### src/design/ffst_pkg.sv
package ffst_pkg;

  localparam int MAX_ENTRIES = 16;
  localparam int POS_W       = 16;
  localparam int IDX_W       = (MAX_ENTRIES > 1) ? $clog2(MAX_ENTRIES) : 1;
  // Wide enough for a start plus a length from the 16-bit ports or the table.
  localparam int WW          = ((POS_W > 16) ? POS_W : 16) + 1;
  localparam int END_W       = POS_W + 1;
  localparam int KEY_W       = POS_W + END_W + IDX_W;

  localparam logic [WW-1:0] POS_MASK_W = WW'((64'd1 << POS_W) - 64'd1);
  localparam logic [IDX_W-1:0] LAST_IDX = IDX_W'(MAX_ENTRIES - 1);

  typedef enum logic [2:0] {
    OP_ADD     = 3'd0,
    OP_REMOVE  = 3'd1,
    OP_LOOKUP  = 3'd2,
    OP_FIND    = 3'd3,
    OP_COMPACT = 3'd4
  } op_t;

  typedef enum logic [2:0] {
    ST_OK        = 3'd0,
    ST_DUP       = 3'd1,
    ST_BOUNDS    = 3'd2,
    ST_COLLIDE   = 3'd3,
    ST_NOT_FOUND = 3'd4,
    ST_FULL      = 3'd5
  } status_t;

  typedef struct packed {
    logic load;
    logic scan_step;
    logic pick_apply;
    logic finish;
  } ctl_t;

  typedef struct packed {
    logic [2:0] op;
    logic       scan_last;
    logic       best_found;
    logic       hit;
    logic       out_free;
  } sts_t;

  function automatic logic [WW-1:0] eff_size(input logic [15:0] size);
    logic [WW-1:0] v;
    v = WW'(size);
    return (v > POS_MASK_W) ? POS_MASK_W : v;
  endfunction

endpackage

### src/design/ffst_ctrl.sv
module ffst_ctrl (
  input  logic          clk,
  input  logic          rst_n,
  input  logic          in_valid,
  output logic          in_stall,
  input  ffst_pkg::sts_t sts,
  output ffst_pkg::ctl_t ctl
);

  typedef enum logic [4:0] {
    S_IDLE  = 5'b00001,
    S_SCAN  = 5'b00010,
    S_PICK  = 5'b00100,
    S_APPLY = 5'b01000,
    S_DONE  = 5'b10000
  } state_t;

  state_t state_r, state_nxt;

  assign in_stall = (state_r != S_IDLE);

  always_comb begin
    state_nxt = state_r;
    ctl = '0;
    unique case (state_r)
      S_IDLE: begin
        if (in_valid) begin
          ctl.load = 1'b1;
          state_nxt = S_SCAN;
        end
      end
      S_SCAN: begin
        ctl.scan_step = 1'b1;
        // The opcode is latched on load, so the route is known from the first
        // scan cycle on: table scans for add, remove and lookup, ordered picks
        // for find and compact, straight to the result for anything else.
        unique case (sts.op)
          ffst_pkg::OP_ADD, ffst_pkg::OP_REMOVE, ffst_pkg::OP_LOOKUP: begin
            if (sts.scan_last) state_nxt = S_DONE;
          end
          ffst_pkg::OP_FIND, ffst_pkg::OP_COMPACT: begin
            state_nxt = sts.scan_last ? S_APPLY : S_PICK;
          end
          default: state_nxt = S_DONE;
        endcase
      end
      S_PICK: begin
        ctl.scan_step = 1'b1;
        if (sts.scan_last) state_nxt = S_APPLY;
      end
      S_APPLY: begin
        ctl.pick_apply = sts.best_found;
        if (!sts.best_found || (sts.op == ffst_pkg::OP_FIND && sts.hit)) begin
          state_nxt = S_DONE;
        end else begin
          state_nxt = S_PICK;
        end
      end
      S_DONE: begin
        if (sts.out_free) begin
          ctl.finish = 1'b1;
          state_nxt = S_IDLE;
        end
      end
      default: state_nxt = S_IDLE;
    endcase
  end

  always_ff @(posedge clk) begin
    if (!rst_n) begin
      state_r <= S_IDLE;
    end else begin
      state_r <= state_nxt;
    end
  end

endmodule

### src/design/ffst_dp.sv
module ffst_dp (
  input  logic                   clk,
  input  logic                   rst_n,
  input  ffst_pkg::ctl_t         ctl,
  output ffst_pkg::sts_t         sts,
  input  logic [2:0]             in_cmd,
  input  logic signed [15:0]     in_seg_id,
  input  logic [15:0]            in_seg_start,
  input  logic [15:0]            in_seg_length,
  input  logic                   cfg_we,
  input  logic [15:0]            cfg_wdata,
  output logic                   out_valid,
  input  logic                   out_stall,
  output logic [2:0]             out_status,
  output logic [15:0]            out_found_start,
  output logic [15:0]            out_found_length,
  output logic [15:0]            out_used_total
);

  localparam int N  = ffst_pkg::MAX_ENTRIES;
  localparam int PW = ffst_pkg::POS_W;
  localparam int IW = ffst_pkg::IDX_W;
  localparam int WW = ffst_pkg::WW;
  localparam int EW = ffst_pkg::END_W;
  localparam int KW = ffst_pkg::KEY_W;

  logic [15:0]   size_r;
  logic [N-1:0]  v_r;
  logic [15:0]   id_r    [N];
  logic [PW-1:0] beg_r   [N];
  logic [PW-1:0] span_r  [N];
  logic [PW-1:0] shadow_r[N];
  logic [PW-1:0] used_r;

  logic [2:0]    cmd_r;
  logic [15:0]   sid_r, sst_r, sln_r;

  logic [IW-1:0] idx_r;
  logic          match_r, free_r, coll_r;
  logic [IW-1:0] match_idx_r, free_idx_r;
  logic [PW-1:0] match_b_r, match_s_r;

  logic          have_last_r, best_r, hit_r;
  logic [KW-1:0] last_key_r, best_key_r;
  logic [IW-1:0] best_idx_r;
  logic [PW-1:0] best_b_r, best_s_r;
  logic [WW-1:0] mark_r, pos_r;

  logic          ov_r;
  logic [2:0]    ost_r;
  logic [15:0]   ofs_r, ofl_r;

  // Entry under the scan pointer.
  logic          cur_v;
  logic [PW-1:0] cur_b, cur_s;
  logic [EW-1:0] cur_end;
  logic [KW-1:0] cur_key;
  logic [WW-1:0] st_w, ln_w, cur_b_w, cur_end_w, eff_w, best_b_w;
  logic          cand, hit;

  assign cur_v     = v_r[idx_r];
  assign cur_b     = beg_r[idx_r];
  assign cur_s     = span_r[idx_r];
  assign cur_end   = EW'(cur_b) + EW'(cur_s);
  assign cur_key   = {cur_b, cur_end, idx_r};
  assign st_w      = WW'(sst_r);
  assign ln_w      = WW'(sln_r);
  assign cur_b_w   = WW'(cur_b);
  assign cur_end_w = WW'(cur_end);
  assign eff_w     = ffst_pkg::eff_size(size_r);
  assign best_b_w  = WW'(best_b_r);

  // Next entry in (start, end, index) order after the last one taken.
  assign cand = cur_v && (!have_last_r || cur_key > last_key_r) &&
                (!best_r || cur_key < best_key_r);
  assign hit  = (best_b_w >= mark_r) && (best_b_w - mark_r >= ln_w);

  assign sts.op         = cmd_r;
  assign sts.scan_last  = (idx_r == ffst_pkg::LAST_IDX);
  assign sts.best_found = best_r;
  assign sts.hit        = hit;
  assign sts.out_free   = !ov_r || !out_stall;

  // Result of the command.
  logic [2:0]  f_st;
  logic [15:0] f_fs, f_fl;
  logic        f_add, f_rem;

  always_comb begin
    f_st  = ffst_pkg::ST_NOT_FOUND;
    f_fs  = '0;
    f_fl  = '0;
    f_add = 1'b0;
    f_rem = 1'b0;
    unique case (cmd_r)
      ffst_pkg::OP_ADD: begin
        priority if (match_r)              f_st = ffst_pkg::ST_DUP;
        else if (st_w + ln_w > eff_w)      f_st = ffst_pkg::ST_BOUNDS;
        else if (coll_r)                   f_st = ffst_pkg::ST_COLLIDE;
        else if (!free_r)                  f_st = ffst_pkg::ST_FULL;
        else begin
          f_st  = ffst_pkg::ST_OK;
          f_add = 1'b1;
        end
      end
      ffst_pkg::OP_REMOVE: begin
        if (match_r) begin
          f_st  = ffst_pkg::ST_OK;
          f_rem = 1'b1;
        end
      end
      ffst_pkg::OP_LOOKUP: begin
        if (match_r) begin
          f_st = ffst_pkg::ST_OK;
          f_fs = 16'(match_b_r);
          f_fl = 16'(match_s_r);
        end
      end
      ffst_pkg::OP_FIND: begin
        if (hit_r || (mark_r <= eff_w && eff_w - mark_r >= ln_w)) begin
          f_st = ffst_pkg::ST_OK;
          f_fs = 16'(mark_r);
        end
      end
      ffst_pkg::OP_COMPACT: f_st = ffst_pkg::ST_OK;
      default:              f_st = ffst_pkg::ST_NOT_FOUND;
    endcase
  end

  always_ff @(posedge clk) begin
    if (!rst_n) begin
      size_r <= 16'hFFFF;
    end else if (cfg_we) begin
      size_r <= cfg_wdata;
    end
  end

  always_ff @(posedge clk) begin
    if (!rst_n) begin
      v_r    <= '0;
      used_r <= '0;
      ov_r   <= 1'b0;
    end else begin
      if (ctl.finish) begin
        ov_r <= 1'b1;
        if (f_add) begin
          v_r[free_idx_r] <= 1'b1;
          used_r          <= used_r + PW'(sln_r);
        end
        if (f_rem) begin
          v_r[match_idx_r] <= 1'b0;
          used_r           <= used_r - match_s_r;
        end
      end else if (ov_r && !out_stall) begin
        ov_r <= 1'b0;
      end
    end
  end

  always_ff @(posedge clk) begin
    if (ctl.finish) begin
      ost_r <= f_st;
      ofs_r <= f_fs;
      ofl_r <= f_fl;
      if (f_add) begin
        id_r[free_idx_r]   <= sid_r;
        beg_r[free_idx_r]  <= PW'(sst_r);
        span_r[free_idx_r] <= PW'(sln_r);
      end
      if (cmd_r == ffst_pkg::OP_COMPACT) begin
        for (int i = 0; i < N; i++) begin
          if (v_r[i]) beg_r[i] <= shadow_r[i];
        end
      end
    end
  end

  always_ff @(posedge clk) begin
    if (ctl.load) begin
      cmd_r       <= in_cmd;
      sid_r       <= in_seg_id;
      sst_r       <= in_seg_start;
      sln_r       <= in_seg_length;
      have_last_r <= 1'b0;
      hit_r       <= 1'b0;
      mark_r      <= '0;
      pos_r       <= '0;
    end
    if (ctl.load || ctl.pick_apply) begin
      idx_r   <= '0;
      match_r <= 1'b0;
      free_r  <= 1'b0;
      coll_r  <= 1'b0;
      best_r  <= 1'b0;
    end
    if (ctl.pick_apply) begin
      if (cmd_r == ffst_pkg::OP_FIND && hit) begin
        hit_r <= 1'b1;
      end else begin
        have_last_r          <= 1'b1;
        last_key_r           <= best_key_r;
        mark_r               <= best_b_w + WW'(best_s_r);
        shadow_r[best_idx_r] <= PW'(pos_r);
        pos_r                <= pos_r + WW'(best_s_r);
      end
    end
    if (ctl.scan_step) begin
      idx_r <= (idx_r == ffst_pkg::LAST_IDX) ? '0 : idx_r + 1'b1;
      if (cur_v && id_r[idx_r] == sid_r) begin
        match_r     <= 1'b1;
        match_idx_r <= idx_r;
        match_b_r   <= cur_b;
        match_s_r   <= cur_s;
      end
      if (!cur_v && !free_r) begin
        free_r     <= 1'b1;
        free_idx_r <= idx_r;
      end
      if (cur_v && !(st_w + ln_w <= cur_b_w || st_w >= cur_end_w)) coll_r <= 1'b1;
      if (cand) begin
        best_r     <= 1'b1;
        best_key_r <= cur_key;
        best_idx_r <= idx_r;
        best_b_r   <= cur_b;
        best_s_r   <= cur_s;
      end
    end
  end

  assign out_valid        = ov_r;
  assign out_status       = ost_r;
  assign out_found_start  = ofs_r;
  assign out_found_length = ofl_r;
  assign out_used_total   = 16'(used_r);

endmodule

### src/design/first_fit_segment_tracker.sv
// Channel  Direction  Handshake         Beat
// in_      input      in_valid/in_stall cmd, seg_id, seg_start, seg_length
// out_     output     out_valid/out_stall status, found_start, found_length, used_total
// cfg_     input      cfg_we            array_size
//
// Add, remove and lookup take one pass over the table.
// Find and compact pick entries in start order, one table pass per pick; one item
// is in work at a time.
// Synchronous active-low reset empties the table and sets the size to 65535.
// A result waits in the output register; a stalled result holds the next one back.
module first_fit_segment_tracker (
  input  logic               clk,
  input  logic               rst_n,
  input  logic               in_valid,
  output logic               in_stall,
  input  logic [2:0]         in_cmd,
  input  logic signed [15:0] in_seg_id,
  input  logic [15:0]        in_seg_start,
  input  logic [15:0]        in_seg_length,
  output logic               out_valid,
  input  logic               out_stall,
  output logic [2:0]         out_status,
  output logic [15:0]        out_found_start,
  output logic [15:0]        out_found_length,
  output logic [15:0]        out_used_total,
  input  logic               cfg_we,
  input  logic [15:0]        cfg_wdata
);

  ffst_pkg::ctl_t ctl;
  ffst_pkg::sts_t sts;

  ffst_ctrl u_ctrl (
    .clk      (clk),
    .rst_n    (rst_n),
    .in_valid (in_valid),
    .in_stall (in_stall),
    .sts      (sts),
    .ctl      (ctl)
  );

  ffst_dp u_dp (
    .clk              (clk),
    .rst_n            (rst_n),
    .ctl              (ctl),
    .sts              (sts),
    .in_cmd           (in_cmd),
    .in_seg_id        (in_seg_id),
    .in_seg_start     (in_seg_start),
    .in_seg_length    (in_seg_length),
    .cfg_we           (cfg_we),
    .cfg_wdata        (cfg_wdata),
    .out_valid        (out_valid),
    .out_stall        (out_stall),
    .out_status       (out_status),
    .out_found_start  (out_found_start),
    .out_found_length (out_found_length),
    .out_used_total   (out_used_total)
  );

  a_status_range: assert property (@(posedge clk) disable iff (!rst_n)
    out_valid |-> out_status <= ffst_pkg::ST_FULL)
    else $error("status code out of range");

  a_fail_no_length: assert property (@(posedge clk) disable iff (!rst_n)
    out_valid && out_status != ffst_pkg::ST_OK |-> out_found_length == 16'd0)
    else $error("length reported on a failed command");

  a_result_from_work: assert property (@(posedge clk) disable iff (!rst_n)
    $rose(out_valid) |-> $past(in_stall))
    else $error("result appeared without a command in work");

endmodule
### config.mk
export PLATFORM = sky130hd
export DESIGN_NAME = first_fit_segment_tracker
export DESIGN_NICKNAME = d
export VERILOG_FILES = /design/src/design/ffst_pkg.sv /design/src/design/ffst_ctrl.sv /design/src/design/ffst_dp.sv /design/src/design/first_fit_segment_tracker.sv
export SDC_FILE = /design/constraint.sdc
export NUM_CORES = 2
export LEC_CHECK = 0
export BUFFER_PORTS_ARGS = -buffer_cell sky130_fd_sc_hd__buf_4
export CAP_MARGIN = 5
export CORE_MARGIN = 5
export CORE_UTILIZATION = 45
export CTS_CLUSTER_DIAMETER = 50
export DETAILED_ROUTE_END_ITERATION = 12
export GPL_ROUTABILITY_DRIVEN = 0
export SETUP_SLACK_MARGIN = 0.15
export SLEW_MARGIN = 20
export SYNTH_ARGS = -nofsm -noshare
export SYNTH_HDL_FRONTEND = slang
export SYNTH_SLANG_ARGS = --single-unit
### constraint.sdc
create_clock -name clk -period 23.5 [get_ports clk]
set_input_delay 2.35 -clock clk [delete_from_list [all_inputs] [get_ports clk]]
set_output_delay 2.35 -clock clk [all_outputs]
set_load 0.05 [all_outputs]
==> flow_summary.ini <==
[setup_path]
worstPathRequired_ns = 23.94
rrSetupSlack_ns = 15.20
critical_path_class = register to register
end_kind = register
critPathCapture = u_dp.best_b_r[8]
path_max_fanout = 63
rr_worst_depth = 19
startpoint_type = register
r2r_end = u_dp.best_b_r[8]
cp.arrival_ns = 8.75

[die]
fp.dieW_um = 374
rows = 133
die_area_um2 = 140000
initial_utilization_pct = 45.3
pin_count = 125
coreArea_um2 = 132000
die_y_um = 374

[synth]
async_flop_share_pct = 0
synth_seq_area_share_pct = 65.9
syn_avg_cell_area_um2 = 16.5
synth_cell_types = 84
ys_warn_count = 0
synth_edf_count = 1244
synth-seq-cells = 1341
syn_inst = 3624
synth_nets = 3966
netlist_area_um2 = 59600
synthFlopType = edfxtp_1

[finish]
layout_common_cells = edfxtp_1, ha_1, mux2_2
final_common_cell = edfxtp_1
final_area_um2 = 68500
layout.nets = 4227
drive_above_1_share_pct = 26.1
area_growth_pct = 14.9

[power_and_ir_drop]
power_switching_w = 0.00166
seqPwrFrac_pct = 43.8
comb_power_share_pct = 17.1
ir_worst_vdd_v = 0.0000532
swShare_pct = 26.9
cellLeakagePower_nw = 23.6
clkPwrFrac_pct = 39.0
p_int_w = 0.00450
cellPowerDensity_nw_per_um2 = 90.0

[detailed_routing]
highest_layer = met5
wl_met2_mm = 81.4
drc = 0
vias = 33970
drtAntennaViolNets = 0
drtPass1Iterations = 6
wl_met1_mm = 69.5
wl_per_cell_um = 28.9
drt_iter0_markers = 3069
routed_wl_mm = 167
wl_met3_mm = 10.7
vias_per_cell = 5.89

[timing]
period_share_pct = 35.3
slew_viol_final = 0
hold_viol = 0
period_minus_slack_ns = 8.30
clock_skew_ns = 0.0285
final-setup-viol-count = 0
rsz0062_at_grt = no
relSlewSlack_pct = 29.1
worst_slew_pin_slew_ns = 1.06
setup_slack_ns = 15.20
setup_tns_ns = 0
max_freq_mhz = 120

[clock_tree]
ctsRootBufferMaster = clkbuf_16
clk_path_buf_depth = 3
cts_hold_buf = 0
h-tree-depth = 4
clock-sinks = 1341
clkSlewWorstSetupHoldPaths_ns = 0.06
postCtsSetupBuffers = 0
numCtsBuffers = 153
cts_tree = built
clk_latency_ns = 0.80
cts_resized = 0

[global_route]
grt_pass1_vias = 34394
grt_overflow = 0
grt_pass1_wl_mm = 240
antenna_found_initial = 4
grt_usage_pct = 23.6
grt_start_max_net_pins = 111

[placed_design]
place_area_um2 = 63400
hpwl_mm = 105
detailedPlace.worstSlack_ns = 15.31
port_buffers = 124

[flow_run]
maxCapViolations = 0

[run_status]
status = complete, no violations

[min_path]
hold_path.class = register to register
holdPathStages = 0
==> metrics by stage <==
stage | cells | util, % | total power [W] | hold WS, ns
after global routing | 5770 | 52.0 | 0.00641 | 0.464
after detailed placement | 5485 | 48.2 | 0.00379 | 0.438
after CTS | 5770 | 52.0 | 0.00619 | 0.448
final | 5771 | 52.0 | 0.00616 | 0.452
after global placement | 5485 | 48.1 | 0.00378 | 0.434
after floorplan | 3624 | - | 0.00347 | 0.426
==> cell type report <==
class | instances | area [um2]
diodes | 1 | 2.50
inverters | 194 | 731
clock buffers | 180 | 4000
flip-flops and latches | 1341 | 39300
multi-input cells | 1967 | 19400
well taps | 1755 | 2200
fillers | 10573 | 63100
clock inverters | 105 | 1090
repair buffers | 228 | 1720
==> worst min path at each step <==
stage | startpoint | to | slack (ns)
floorplan | u_dp.hit_r | u_dp.hit_r | 0.43
global placement | u_dp.best_key_r[11] | u_dp.last_key_r[11] | 0.43
detailed placement | u_dp.best_key_r[4] | u_dp.last_key_r[4] | 0.44
CTS | u_dp.best_key_r[4] | u_dp.last_key_r[4] | 0.45
global route | u_dp.best_key_r[16] | u_dp.last_key_r[16] | 0.46
finish | u_dp.best_key_r[4] | u_dp.last_key_r[4] | 0.45
==> cells in the mapped netlist (all sizes together), types with 22 or more instances <==
library cell / instances / area share [%]
edfxtp: 1244 / 63
ha: 263 / 5.5
mux2: 260 / 4.9
mux4: 245 / 9.3
inv: 193 / 1.2
nand2: 187 / 1.2
a21oi: 143 / 1.2
nor2: 116 / 0.77
o21ai: 109 / 0.91
dfxtp: 97 / 3.3
clkbuf: 88 / 0.55
xnor2: 80 / 1.2
a21o: 64 / 0.81
nand3: 47 / 0.39
nor3: 35 / 0.29
xor2: 35 / 0.51
buf: 34 / 0.30
nand4: 32 / 0.34
nand2b: 26 / 0.27
o211ai: 26 / 0.33
and2: 23 / 0.24
o21a: 22 / 0.28
==> layer usage <==
layer	vias to the layer above	GRT usage, %
met4	2	6.89
met2	1276	39.4
li1	14847	-
met1	17585	31.9
met5	-	0
met3	260	3.96
==> sequential cells by signal, summed over array words and instances (netlist names), 4 cells and up, named ones only <==
| signal | cells |
|---|---|
| u_dp.free_idx_r | 4 |
| u_dp.match_idx_r | 4 |
| u_dp.span_r | 256 |
| u_dp.best_b_r | 16 |
| u_dp.sst_r | 16 |
| u_dp.best_s_r | 16 |
| u_dp.size_r | 16 |
| u_dp.beg_r | 256 |
| u_dp.best_key_r | 18 |
| u_dp.out_used_total | 16 |
| u_dp.idx_r | 4 |
| u_dp.mark_r | 17 |
| u_dp.shadow_r | 256 |
| u_dp.match_s_r | 16 |
| u_dp.sln_r | 16 |
| u_dp.id_r | 256 |
| u_dp.out_found_start | 16 |
| u_dp.out_found_length | 16 |
| u_dp.pos_r | 16 |
| u_ctrl.state_r | 5 |
| u_dp.v_r | 16 |
| u_dp.sid_r | 16 |
| u_dp.match_b_r | 16 |
| u_dp.last_key_r | 37 |
==> critical path, cell delays in order, from the launching register on <==
cell	delay, ns
dfxtp_4	1.00
buf_4	0.90
mux4_2	0.43
mux4_2	0.65
ha_1	0.30
fa_1	0.42
a21o_1	0.22
a211oi_1	0.33
o31ai_1	0.20
o41a_1	0.37
a41oi_1	0.34
inv_1	0.13
ha_1	0.31
nand3_1	0.10
or4_1	0.48
a31oi_1	0.19
o31ai_1	0.08
a31oi_1	0.21
and3b_2	0.67
buf_4	0.50
==> power groups by stage <==
| stage | Combinational, W | Clock, W | Sequential, W |
|---|---|---|---|
| 6_report | 0.00106 | 0.00240 | 0.00270 |
| 2_1_floorplan | 0.000745 | 0 | 0.00272 |
| 3_5_place_dp | 0.00104 | 0 | 0.00275 |
| 3_3_place_gp | 0.00103 | 0 | 0.00275 |
| 4_1_cts | 0.00105 | 0.00244 | 0.00270 |
| 5_1_grt | 0.00116 | 0.00255 | 0.00270 |
==> kinds of logic after synthesis <==
group | share of synthesized area (%)
AO/OA/AOI/OAI | 5.55
buffers and inverters | 2.07
XOR/XNOR | 1.69
multiplexers | 14.5
adder cells (fa/ha/maj) | 5.75
flip-flops | 65.9
AND/OR/NAND/NOR | 4.52
(Power assumes the default switching activity.)
